File: src/rtl/core/rar_pkg.sv
// ----------------------------------------------------------------------------
// rar_pkg
// Shared types and codes for the rational accumulator: the sequencer states,
// the request command codes and the operation select of the shared adder.
// ----------------------------------------------------------------------------
package rar_pkg;

   // Request commands.
   localparam logic CMD_LOAD = 1'b0;
   localparam logic CMD_ADD  = 1'b1;

   // Operation of the shared adder/subtractor.
   typedef enum logic {
      ALU_ADD = 1'b0,
      ALU_SUB = 1'b1
   } alu_op_type;

   // Sequencer states, one-hot.
   typedef enum logic [8:0] {
      ST_IDLE = 9'b000000001,
      ST_MUL1 = 9'b000000010,
      ST_MUL2 = 9'b000000100,
      ST_MUL3 = 9'b000001000,
      ST_SUM  = 9'b000010000,
      ST_GCD  = 9'b000100000,
      ST_DIVN = 9'b001000000,
      ST_DIVD = 9'b010000000,
      ST_FIN  = 9'b100000000
   } state_type;

endpackage

File: src/rtl/core/rar_alu.sv
// ----------------------------------------------------------------------------
// rar_alu
// Shared adder/subtractor of the rational accumulator. The carry out is set
// on a subtraction when op_a >= op_b, so it doubles as the magnitude compare.
// ----------------------------------------------------------------------------
module rar_alu #(
   parameter int WIDTH = 65
) (
   input  logic [WIDTH-1:0]     op_a,
   input  logic [WIDTH-1:0]     op_b,
   input  rar_pkg::alu_op_type  op,
   output logic [WIDTH-1:0]     result,
   output logic                 carry
);
   import rar_pkg::*;

   logic [WIDTH-1:0] b_eff;
   logic [WIDTH:0]   sum;

   // Subtraction is addition of the inverted operand with a carry in.
   always_comb begin
      b_eff  = (op == ALU_SUB) ? ~op_b : op_b;
      sum    = {1'b0, op_a} + {1'b0, b_eff} + {{WIDTH{1'b0}}, (op == ALU_SUB)};
      result = sum[WIDTH-1:0];
      carry  = sum[WIDTH];
   end

endmodule

File: src/rtl/core/rational_accumulator_reduce.sv
// A load goes straight to the binary GCD and the two divisions; an add first forms the
// cross products and their signed sum, swapping once when, with unlike signs, the smaller comes first.
// Throughput: one request at a time; the shared adder/subtractor does the GCD
// steps and both restoring divisions, the divisions one quotient bit per cycle.
// A finished response waits in an output register while the next request runs.
// Reset: synchronous, active high; the running value becomes 0/1.
// ----------------------------------------------------------------------------
// rational_accumulator_reduce
// Keeps a running fraction in lowest terms. Each request loads or adds a
// fraction; the result is reduced by a binary GCD and two long divisions.
// ----------------------------------------------------------------------------
module rational_accumulator_reduce #(
   parameter int VALUE_WIDTH = 32
) (
   input  logic        clock,
   input  logic        reset,
   input  logic        req_valid,
   output logic        req_ready,
   input  logic        req_command,
   input  logic [31:0] req_in_num,
   input  logic [31:0] req_in_den,
   output logic        rsp_valid,
   input  logic        rsp_ready,
   output logic [31:0] rsp_sum_num_out,
   output logic [31:0] rsp_sum_den_out,
   output logic        rsp_overflow
);
   import rar_pkg::*;

   localparam int W  = VALUE_WIDTH;
   localparam int DW = 2 * VALUE_WIDTH;
   localparam int RW = DW + 1;
   localparam int CW = $clog2(DW);

   state_type state_ff, state_in;

   // Captured request operands.
   logic [W-1:0]  in_mag_ff, in_mag_in;
   logic          in_neg_ff, in_neg_in;
   logic [W-1:0]  in_den_ff, in_den_in;

   // Running value, sign and magnitude.
   logic          acc_neg_ff, acc_neg_in;
   logic [W-1:0]  acc_mag_ff, acc_mag_in;
   logic [W-1:0]  acc_den_ff, acc_den_in;

   // Working registers.
   logic [DW-1:0] a_ff, a_in;
   logic [DW-1:0] b_ff, b_in;
   logic [DW-1:0] num_ff, num_in;
   logic [DW-1:0] den_ff, den_in;
   logic [DW-1:0] rem_ff, rem_in;
   logic          neg_ff, neg_in;
   logic [CW-1:0] cnt_ff, cnt_in;

   // Response register.
   logic          rsp_valid_ff, rsp_valid_in;
   logic [31:0]   rsp_num_ff, rsp_num_in;
   logic [31:0]   rsp_den_ff, rsp_den_in;
   logic          rsp_ovf_ff, rsp_ovf_in;

   // Shared units.
   logic [W-1:0]  mul_a, mul_b;
   logic [DW-1:0] mul_p;
   logic [RW-1:0] alu_a, alu_b, alu_res;
   alu_op_type    alu_op;
   logic          alu_carry;

   // Combinational helpers.
   logic [W-1:0]  req_num_w, req_den_w, req_mag;
   logic          req_neg;
   logic [RW-1:0] div_t;
   logic [DW-1:0] div_q;
   logic [W-1:0]  lim;
   logic          fin_neg, fin_ovf, out_neg;
   logic [W-1:0]  out_mag, out_num, out_den;
   logic          req_fire, rsp_fire;

   assign req_ready = (state_ff == ST_IDLE);
   assign req_fire  = req_valid && req_ready;
   assign rsp_fire  = rsp_valid_ff && rsp_ready;

   assign rsp_valid       = rsp_valid_ff;
   assign rsp_sum_num_out = rsp_num_ff;
   assign rsp_sum_den_out = rsp_den_ff;
   assign rsp_overflow    = rsp_ovf_ff;

   // Split the incoming numerator into sign and magnitude; a zero denominator is one.
   always_comb begin
      req_num_w = req_in_num[W-1:0];
      req_neg   = req_num_w[W-1];
      req_mag   = req_neg ? (~req_num_w + W'(1)) : req_num_w;
      req_den_w = (req_in_den[W-1:0] == '0) ? W'(1) : req_in_den[W-1:0];
   end

   // The one multiplier, shared by the three cross products.
   always_comb begin
      case (state_ff)
         ST_MUL1: begin
            mul_a = acc_mag_ff;
            mul_b = in_den_ff;
         end
         ST_MUL2: begin
            mul_a = in_mag_ff;
            mul_b = acc_den_ff;
         end
         default: begin
            mul_a = acc_den_ff;
            mul_b = in_den_ff;
         end
      endcase
      mul_p = DW'(mul_a) * DW'(mul_b);
   end

   // Operand select for the shared adder/subtractor.
   always_comb begin
      div_t = (state_ff == ST_DIVD) ? {rem_ff, den_ff[DW-1]} : {rem_ff, num_ff[DW-1]};
      case (state_ff)
         ST_SUM: begin
            alu_a  = {1'b0, a_ff};
            alu_b  = {1'b0, b_ff};
            alu_op = (in_neg_ff == acc_neg_ff) ? ALU_ADD : ALU_SUB;
         end
         ST_DIVN, ST_DIVD: begin
            alu_a  = div_t;
            alu_b  = {1'b0, b_ff};
            alu_op = ALU_SUB;
         end
         default: begin
            alu_a  = {1'b0, a_ff};
            alu_b  = {1'b0, b_ff};
            alu_op = ALU_SUB;
         end
      endcase
   end

   rar_alu #(
      .WIDTH (RW)
   ) u_alu (
      .op_a   (alu_a),
      .op_b   (alu_b),
      .op     (alu_op),
      .result (alu_res),
      .carry  (alu_carry)
   );

   // Range check of the reduced value and the response value.
   always_comb begin
      fin_neg = neg_ff && (num_ff != '0);
      lim     = fin_neg ? {1'b1, {(W-1){1'b0}}} : {1'b0, {(W-1){1'b1}}};
      fin_ovf = (num_ff[DW-1:W] != '0) || (num_ff[W-1:0] > lim) || (den_ff[DW-1:W] != '0);
      out_neg = fin_ovf ? acc_neg_ff : fin_neg;
      out_mag = fin_ovf ? acc_mag_ff : num_ff[W-1:0];
      out_den = fin_ovf ? acc_den_ff : den_ff[W-1:0];
      out_num = out_neg ? (~out_mag + W'(1)) : out_mag;
   end

   // Sequencer and datapath next state.
   always_comb begin
      state_in     = state_ff;
      in_mag_in    = in_mag_ff;
      in_neg_in    = in_neg_ff;
      in_den_in    = in_den_ff;
      acc_neg_in   = acc_neg_ff;
      acc_mag_in   = acc_mag_ff;
      acc_den_in   = acc_den_ff;
      a_in         = a_ff;
      b_in         = b_ff;
      num_in       = num_ff;
      den_in       = den_ff;
      rem_in       = rem_ff;
      neg_in       = neg_ff;
      cnt_in       = cnt_ff;
      rsp_valid_in = rsp_fire ? 1'b0 : rsp_valid_ff;
      rsp_num_in   = rsp_num_ff;
      rsp_den_in   = rsp_den_ff;
      rsp_ovf_in   = rsp_ovf_ff;
      div_q        = '0;

      case (state_ff)
         ST_IDLE: begin
            if (req_fire) begin
               in_mag_in = req_mag;
               in_neg_in = req_neg;
               in_den_in = req_den_w;
               if (req_command == CMD_LOAD) begin
                  a_in     = DW'(req_mag);
                  num_in   = DW'(req_mag);
                  b_in     = DW'(req_den_w);
                  den_in   = DW'(req_den_w);
                  neg_in   = req_neg;
                  state_in = ST_GCD;
               end else begin
                  neg_in   = acc_neg_ff;
                  state_in = ST_MUL1;
               end
            end
         end
         ST_MUL1: begin
            a_in     = mul_p;
            state_in = ST_MUL2;
         end
         ST_MUL2: begin
            b_in     = mul_p;
            state_in = ST_MUL3;
         end
         ST_MUL3: begin
            den_in   = mul_p;
            state_in = ST_SUM;
         end
         ST_SUM: begin
            // Unlike signs with the smaller first: swap once, sign follows the input.
            if (alu_op == ALU_SUB && !alu_carry) begin
               a_in   = b_ff;
               b_in   = a_ff;
               neg_in = in_neg_ff;
            end else begin
               a_in     = alu_res[DW-1:0];
               num_in   = alu_res[DW-1:0];
               b_in     = den_ff;
               state_in = ST_GCD;
            end
         end
         ST_GCD: begin
            // Binary GCD; common factors of two are stripped from num and den too.
            if (a_ff == '0) begin
               rem_in   = '0;
               cnt_in   = CW'(DW - 1);
               state_in = ST_DIVN;
            end else if (!a_ff[0] && !b_ff[0]) begin
               a_in   = a_ff >> 1;
               b_in   = b_ff >> 1;
               num_in = num_ff >> 1;
               den_in = den_ff >> 1;
            end else if (!a_ff[0]) begin
               a_in = a_ff >> 1;
            end else if (!b_ff[0]) begin
               b_in = b_ff >> 1;
            end else if (alu_carry) begin
               a_in = alu_res[DW:1];
            end else begin
               a_in = b_ff;
               b_in = a_ff;
            end
         end
         ST_DIVN, ST_DIVD: begin
            // Restoring division by the GCD held in b, one quotient bit a cycle.
            rem_in = alu_carry ? alu_res[DW-1:0] : div_t[DW-1:0];
            if (state_ff == ST_DIVN) begin
               div_q  = {num_ff[DW-2:0], alu_carry};
               num_in = div_q;
            end else begin
               div_q  = {den_ff[DW-2:0], alu_carry};
               den_in = div_q;
            end
            if (cnt_ff == '0) begin
               rem_in   = '0;
               cnt_in   = CW'(DW - 1);
               state_in = (state_ff == ST_DIVN) ? ST_DIVD : ST_FIN;
            end else begin
               cnt_in = cnt_ff - CW'(1);
            end
         end
         ST_FIN: begin
            // Store the reduced value if it fits, then hand over the response.
            if (!rsp_valid_ff || rsp_ready) begin
               if (!fin_ovf) begin
                  acc_neg_in = fin_neg;
                  acc_mag_in = num_ff[W-1:0];
                  acc_den_in = den_ff[W-1:0];
               end
               rsp_valid_in = 1'b1;
               rsp_num_in   = 32'($signed(out_num));
               rsp_den_in   = 32'(out_den);
               rsp_ovf_in   = fin_ovf;
               state_in     = ST_IDLE;
            end
         end
         default: begin
            state_in = ST_IDLE;
         end
      endcase
   end

   // Control and running-value registers.
   always_ff @(posedge clock) begin
      if (reset) begin
         state_ff     <= ST_IDLE;
         acc_neg_ff   <= 1'b0;
         acc_mag_ff   <= '0;
         acc_den_ff   <= W'(1);
         rsp_valid_ff <= 1'b0;
         cnt_ff       <= '0;
      end else begin
         state_ff     <= state_in;
         acc_neg_ff   <= acc_neg_in;
         acc_mag_ff   <= acc_mag_in;
         acc_den_ff   <= acc_den_in;
         rsp_valid_ff <= rsp_valid_in;
         cnt_ff       <= cnt_in;
      end
   end

   // Payload registers.
   always_ff @(posedge clock) begin
      in_mag_ff  <= in_mag_in;
      in_neg_ff  <= in_neg_in;
      in_den_ff  <= in_den_in;
      a_ff       <= a_in;
      b_ff       <= b_in;
      num_ff     <= num_in;
      den_ff     <= den_in;
      rem_ff     <= rem_in;
      neg_ff     <= neg_in;
      rsp_num_ff <= rsp_num_in;
      rsp_den_ff <= rsp_den_in;
      rsp_ovf_ff <= rsp_ovf_in;
   end

   // The GCD loop never works against a zero divisor.
   a_gcd_divisor: assert property (@(posedge clock) disable iff (reset)
      (state_ff == ST_GCD) |-> (b_ff != '0))
      else $error("GCD divisor register is zero");

   // The running denominator stays positive.
   a_acc_den: assert property (@(posedge clock) disable iff (reset)
      acc_den_ff != '0)
      else $error("running denominator is zero");

   // A pending response always shows the denominator of the running value.
   a_rsp_den: assert property (@(posedge clock) disable iff (reset)
      rsp_valid_ff |-> (rsp_den_ff == 32'(acc_den_ff)))
      else $error("response denominator differs from running value");

endmodule

File: config.mk
export PLATFORM = sky130hd
export DESIGN_NAME = rational_accumulator_reduce
export DESIGN_NICKNAME = d
export VERILOG_FILES = /design/src/rtl/core/rar_pkg.sv /design/src/rtl/core/rar_alu.sv /design/src/rtl/core/rational_accumulator_reduce.sv
export SDC_FILE = /design/constraint.sdc
export NUM_CORES = 2
export LEC_CHECK = 0
export CAP_MARGIN = 15
export CORE_UTILIZATION = 65
export DETAILED_ROUTE_END_ITERATION = 8
export DONT_BUFFER_PORTS = 1
export PLACE_DENSITY = 0.81
export SYNTH_ARGS = -nofsm -noshare
export SYNTH_HDL_FRONTEND = slang
export SYNTH_SLANG_ARGS = --single-unit
export TNS_END_PERCENT = 30
File: constraint.sdc
create_clock -name clock -period 16.37 [get_ports clock]
set_clock_uncertainty 0.05 [all_clocks]
set_input_delay 3.274 -clock clock [delete_from_list [all_inputs] [get_ports clock]]
set_output_delay 3.274 -clock clock [all_outputs]
set_load 0.01 [all_outputs]
-- Yosys cells after proc, flatten, opt, wreduce, memory -nomap -nowiden
Cells that the tools add are included.
- add/subtract/negate cells: 5
- $mul: 1
- divide/modulo/power cells: 0
- magnitude comparators: 1
- equal/unequal tests: 24
- shift-type cells: 0
- mux-type cells: 63
- bitwise gates (word level): 3
- reductions and logical operators: 36
- operator list (operator ; number):
    $mux W64 ; 26
    $pmux W64 S4 ; 4
    $mux W32 ; 7
    $mux W65 ; 2
    $pmux W64 S2 ; 1
    $pmux W9 S8 ; 1
    $add A65 B65 Y66 ; 1
    $add A66 B1 Y66 ; 1
    $not A64 Y65 ; 1
    $add A32 B1 Y32 const B ; 2
    $logic_not A64 Y1 ; 1
    $mul A32 B32 Y64 ; 1
    $not A32 Y32 ; 2
    $pmux W32 S2 ; 1
    $reduce_bool A32 Y1 ; 2
    $reduce_bool A64 Y1 ; 1
    $mux W9 ; 6
    $gt A32 B32 Y1 ; 1
    $logic_not A32 Y1 ; 1
    $ne A2 B2 Y1 const B ; 10
    $mux W6 ; 3
    $reduce_bool A4 Y1 ; 4
    $reduce_and A5 Y1 ; 3
    $pmux W6 S2 ; 1
    27 further kinds ; 50
- flip-flop bits (word level): 532
- latch bits: 0
- memory bits (writable): 0
- bits in read-only memories: 0
- input port bits: 69
- output and inout port bits: 67
- logic and storage cells: 153
- memories: 0

-- Logic depth before layout (Yosys ltp)
- depth in word-level cells: 12
- gate-level depth with buffers: 40
- depth with buffers taken out: 34

-- Modules after synthesis
From an unflattened synthesis, not the netlist that was laid out.
- cell total of the unflattened synthesis: 7413
- area, all modules: 66319.9 sq um
- modules (own cells, without submodules) (module ; instances ; cells each ; area an instance (sq um) ; seq. area each (sq um)):
    rational_accumulator_reduce ; 1 ; 6811 ; 62022.0 ; 15164.5
    rar_alu ; 1 ; 602 ; 4297.9 ; 0.0

-- Least setup slack after synthesis
No wires, ideal clock.
- kind: register -> register
- start: register state_ff[1]
- end: register num_ff[0], enable pin
- setup time: 0.565 ns
- data arrival time: 9.360 ns
- data required time: 15.755 ns
- path slack: 6.395 ns
- stages on the path, launching flop included: 24
- buffers on the path: 8
- clock period less this slack: 9.975 ns
- cell sequence: dfxtp_1 buf_2 nor4_2 and2_0 clkbuf_1 o21a_1 clkbuf_1 clkbuf_1 clkbuf_1 nand2_1 nand2_1 ha_1 nand2_1 or3b_2 o21ai_1 nand4_1 a2111oi_0 o2111ai_1 nand3_1 buf_2 buf_4 buf_2 nor2_1 nor3_1
- word-level cells in the longest chain between the ends: 9
- elaborated cells between the ends (all ways): 23
- classes of those cells: 2 x add/sub; 11 x eq/ne; 4 x mux; 6 x reduce/logical
- ends and longest elaborated chain (what ; line ; RTL):
    from (decl) ; rational_accumulator_reduce.sv:35 ; state_type state_ff, state_in;
    from (signal assigned) ; rational_accumulator_reduce.sv:295 ; state_ff <= state_in;
    $eq A9 B8 Y1 (tied with other cells) ; rational_accumulator_reduce.sv:117, rational_accumulator_reduce.sv:118, rational_accumulator_reduce.sv:180 ;
    $mux W1 (tied with other cells) ; rational_accumulator_reduce.sv:117 ; div_t = (state_ff == ST_DIVD) ? {rem_ff, den_ff[DW-1]} : {rem_ff, num_ff[DW-1]};
    $mux W65, on equally long branches ; rational_accumulator_reduce.sv:118, rar_alu.sv:22 ;
    $add A65 B65 Y66 ; rar_alu.sv:23 ; sum = {1'b0, op_a} + {1'b0, b_eff} + {{WIDTH{1'b0}}, (op == ALU_SUB)};
    $add A66 B1 Y66 ; rar_alu.sv:23 ;
    $logic_not A1 Y1 ; rational_accumulator_reduce.sv:213 ; if (alu_op == ALU_SUB && !alu_carry) begin
    $logic_and A1 B1 Y1 ; rational_accumulator_reduce.sv:213 ;
    $ne A2 B2 Y1 (no line) ; n/a ;
    $reduce_and A7 Y1 (no line) (*) ; n/a ;
    to (signal assigned) ; rational_accumulator_reduce.sv:311 ; num_ff <= num_in;
    to (decl) ; rational_accumulator_reduce.sv:50 ; logic [DW-1:0] num_ff, num_in;
Mark *: on every way between the ends. The rest lies on a longest branch, timed or not.
A chain may end at the register's enable or synchronous reset.

-- Worst setup path after layout
- start: register state_ff[5]
- end: register a_ff[63] (data pin)
- word-level cells in the longest chain between the ends: 11
- elaborated cells between the ends (all ways): 26
- classes of those cells: 2 x add/sub; 1 x mul; 7 x eq/ne; 13 x mux; 3 x reduce/logical
- ends and longest elaborated chain (what ; line ; RTL):
    $eq A9 B8 Y1 (tied with other cells) ; rational_accumulator_reduce.sv:117, rational_accumulator_reduce.sv:118 ;
    $mux W1 (tied with other cells) ; rational_accumulator_reduce.sv:117 ;
    $mux W65, on equally long branches ; rational_accumulator_reduce.sv:118, rar_alu.sv:22 ;
    $add A65 B65 Y66 ; rar_alu.sv:23 ;
    $add A66 B1 Y66 ; rar_alu.sv:23 ;
    $mux W64 ; rational_accumulator_reduce.sv:239 ; end else if (alu_carry) begin
    $mux W64 ; rational_accumulator_reduce.sv:237 ; end else if (!b_ff[0]) begin
    $mux W64 ; rational_accumulator_reduce.sv:235 ; end else if (!a_ff[0]) begin
    $mux W64 ; rational_accumulator_reduce.sv:230 ; end else if (!a_ff[0] && !b_ff[0]) begin
    $mux W64 ; rational_accumulator_reduce.sv:226 ; if (a_ff == '0) begin
    $pmux W64 S4 (*) ; rational_accumulator_reduce.sv:180 ; case (state_ff)
    named net a_in[63] ; rational_accumulator_reduce.sv:48 ; logic [DW-1:0] a_ff, a_in;
    to (signal assigned) ; rational_accumulator_reduce.sv:309 ; a_ff <= a_in;
    to (decl) ; rational_accumulator_reduce.sv:48 ;
The timed path passes the listed nets; every way through them passes the cells marked *. The select of a mux whose other input is x is not followed.

==> run_results.csv <==
group,metric,value,unit
logic_synthesis,synth_top_area_cell,"fa_1",
timing,worstMarginPinSlew,1.42,ns
logic_synthesis,synth_edf_count,451,
critical_path,crit_slowest_cell,"and2_1",
timing,slew_headroom,4.49,%
critical_path,slowest_delay,0.84,ns
timing,setup_violations,0,
placed_design,place_area,67900,um2
critical_path,cp.arrival,12.74,ns
pwr,power_frac_seq,30.0,%
logic_synthesis,synth_xor_xnor_area_share,3.36,%
logic_synthesis,synthCells,7472,
routing,met1Wirelength,87000,um
pwr,irDropWorstVdd,0.000175,V
routing,route.vias.total,58885,
logic_synthesis,synth_area_leaders,"fa_1 27%, edfxtp_1 20%, nand2_1 7.4%, ha_1 6.8%, inv_1 5.1%",
timing,maxSlewViolCount,0,
timing,rsz0062_at_grt,"no",
global_route,track_usage,48.1,%
layout,design_area,70100,um2
critical_path,path_common_cell,"fa_1",
logic_synthesis,seq_area_frac_synth,22.7,%
floorplanning,die_h,323,um
global_route,gr-total-overflow,0,
global_route,grt_antenna_before_repair,16,
global_route,grt_max_degree,91,
routing,wl,248000,um
global_route,grt_pass1_vias,57753,
timing,fin_crit,12.37,ns
logic_synthesis,synth_top_family_by_area,"adder cells",
floorplanning,rows,117,
pwr,switching_power,4.03,mW
critical_path,critPathCaptureType,"flip-flop",
logic_synthesis,synthMuxAreaShare,4.26,%
routing,routed_via_density,6.83,
outcome,violations,"DRC",
logic_synthesis,synth-async-reset-ratio,0,%
timing,hold_viol,0,
logic_synthesis,ys.flop_type,"edfxtp_1",
critical_path,startpoint_type,"flip-flop",
clock_tree,cts_setup_buffers,0,
routing,drt_iter0_drc,10182,
placed_design,place_ws,4.39,ns
global_route,grt_pass1_wl,369000,um
routing,antenna_left,0,
pwr,swShare,49.8,%
routing,wire_per_inst,28.8,um
routing,route.met2.wl,98400,um
clock_tree,cts_tree,"yes",
floorplanning,die_x,323,um
layout,n_fill_cell,8042,
critical_path,r2r_slack,4.00,ns
pwr,p_leak,31.5,nW
routing,drt_first_pass_iters,9,
routing,drc,101,
pwr,powerDensity,115,nW/um2
job,cap_violations,0,
floorplanning,start_util,65.6,%
logic_synthesis,yosysWarnings,0,
logic_synthesis,yosysUniqueCellTypes,81,
clock_tree,ctsHtreeMaxLevel,2,
routing,wl_met3,42800,um
clock_tree,clkSinkCount,532,
timing,layout_setup_ws,4.00,ns
logic_synthesis,synth_top_area_share,26.9,%
layout,area_delta_synth_final,4.94,%
pwr,combPwrFrac,51.2,%
clock_tree,clock_path_buffers,3,
pwr,p_clk_share,18.8,%
pwr,p_int,4.06,mW
critical_path,worstSetupPathType,"flip-flop to flip-flop",
logic_synthesis,yosys.area_share.simple,15.7,%
clock_tree,clkLatencyLatePin,0.73,ns
critical_path,cp_max_fo,47,
timing,finalCritPeriodShare,75.6,%
logic_synthesis,synthAdderAreaFrac,33.7,%
logic_synthesis,netlist_top_cells_count,"1313 x nand2_1, 914 x inv_1, 897 x fa_1",
placed_design,place_congestion,1.06,
timing,fmax,0.0808,GHz
floorplanning,core,102000,um2
min_path,hp-class,"flip-flop to flip-flop",
logic_synthesis,ys_seq_elements,532,
clock_tree,cts_hold_buf,0,
floorplanning,io_pins,136,
floorplanning,die_area,104000,um2
placed_design,io_buffers,0,
routing,top_layer,"met5",
clock_tree,cts_root_buf,"clkbuf_16",
timing,fin_hold_ws,0.439,ns
placed_design,dp_hpwl,189000,um
layout,nets,8516,
critical_path,worstPathRequired,16.74,ns
logic_synthesis,synth_nets,8801,
clock_tree,postCtsResizedCells,0,
logic_synthesis,synth_compound_area_share,12.4,%
logic_synthesis,synth_area,66800,um2
clock_tree,cts_buffers,59,
layout,drive_gt1_share,5.55,%
logic_synthesis,yosysMostFrequentCell,"nand2_1",
clock_tree,clkSlewWorstSetupHoldPaths,0.06,ns
logic_synthesis,syn_area_per_cell,8.94,um2
timing,setup_tns,0,ns
outcome,outcome,"finished with violations",
## cells in the final DEF (no fill, tap or decap), drive strengths merged, types with 42 or more instances in the layout
master / count
nor3: 49
ha: 363
nand2: 1313
nand3: 48
nor2: 802
o211ai: 42
nand4: 53
o21ai: 225
a21o: 78
clkbuf: 77
mux2i: 191
and2: 66
inv: 919
xor2: 125
buf: 129
dfxtp: 81
a22oi: 86
fa: 897
edfxtp: 451
mux2: 83
a222oi: 84
xnor2: 131
nor4: 64
a21oi: 375
## power groups by stage
stage | combinational [mW] | clock [mW] | sequential, mW
6_report | 4.14 | 1.52 | 2.43
5_1_grt | 4.34 | 1.56 | 2.41
4_1_cts | 3.90 | 1.51 | 2.36
3_5_place_dp | 3.88 | 0 | 2.38
3_3_place_gp | 3.83 | 0 | 2.38
2_1_floorplan | 2.70 | 0 | 2.15
## per-layer routing
metal	global-route usage [%]	up-vias
li1	-	24266
met1	63.7	28394
met2	66.0	5184
met3	19.0	1022
met4	29.1	19
met5	1.20	-
## final cells by class
cell class	instances	area [um2]	share of cell area, %
antenna	12	30.0	0.0428
clock buffer	77	1620	2.30
clock inverter	35	527	0.751
inverter	914	3430	4.89
multi-input combinational	5551	46700	66.5
sequential	532	15200	21.6
tap	1368	1710	2.44
timing repair buffer	129	986	1.41
## sequential cells by signal, indices dropped and copies added (netlist names), 64 cells and up
| register | count |
|---|---|
| a_ff | 64 |
| b_ff | 64 |
| den_ff | 64 |
| num_ff | 64 |
| rem_ff | 64 |
## stage by stage
stage                     utilization, %  power (mW)  instances
after floorplan                        -        4.85       7472
after global placement              66.6        6.21       8491
after detailed placement            66.7        6.27       8492
after CTS                           68.8        7.77       8604
after global routing                68.8        8.31       8606
final                               68.8        8.08       8618
## worst max-delay path: cells and delay by family (launching register included)
kind / cells / cell delay, ns
xor+xnor: 1 / 0.14
buf+inv: 7 / 1.56
flops: 1 / 0.36
compound gates: 9 / 2.66
simple gates: 9 / 2.68
fa+ha+maj: 9 / 4.47
## cell families after synthesis
| kind of cell | count (synthesis) |
|---|---|
| AO/OA/AOI/OAI | 1237 |
| XOR/XNOR | 256 |
| adder cells (fa/ha/maj) | 1260 |
| buffers and inverters | 1389 |
| flip-flops | 532 |
| multiplexers | 274 |
| AND/OR/NAND/NOR | 2524 |
## worst paths after layout
check	startpoint	end	cells after the start
worst min register to register	acc_den_ff[24]	acc_den_ff[24]	2
worst min-delay path	acc_den_ff[24]	acc_den_ff[24]	2
worst max register to register	state_ff[5]	a_ff[63]	35
worst max-delay path	state_ff[5]	a_ff[63]	35
No activity file was read; power rests on OpenSTA's default activity.
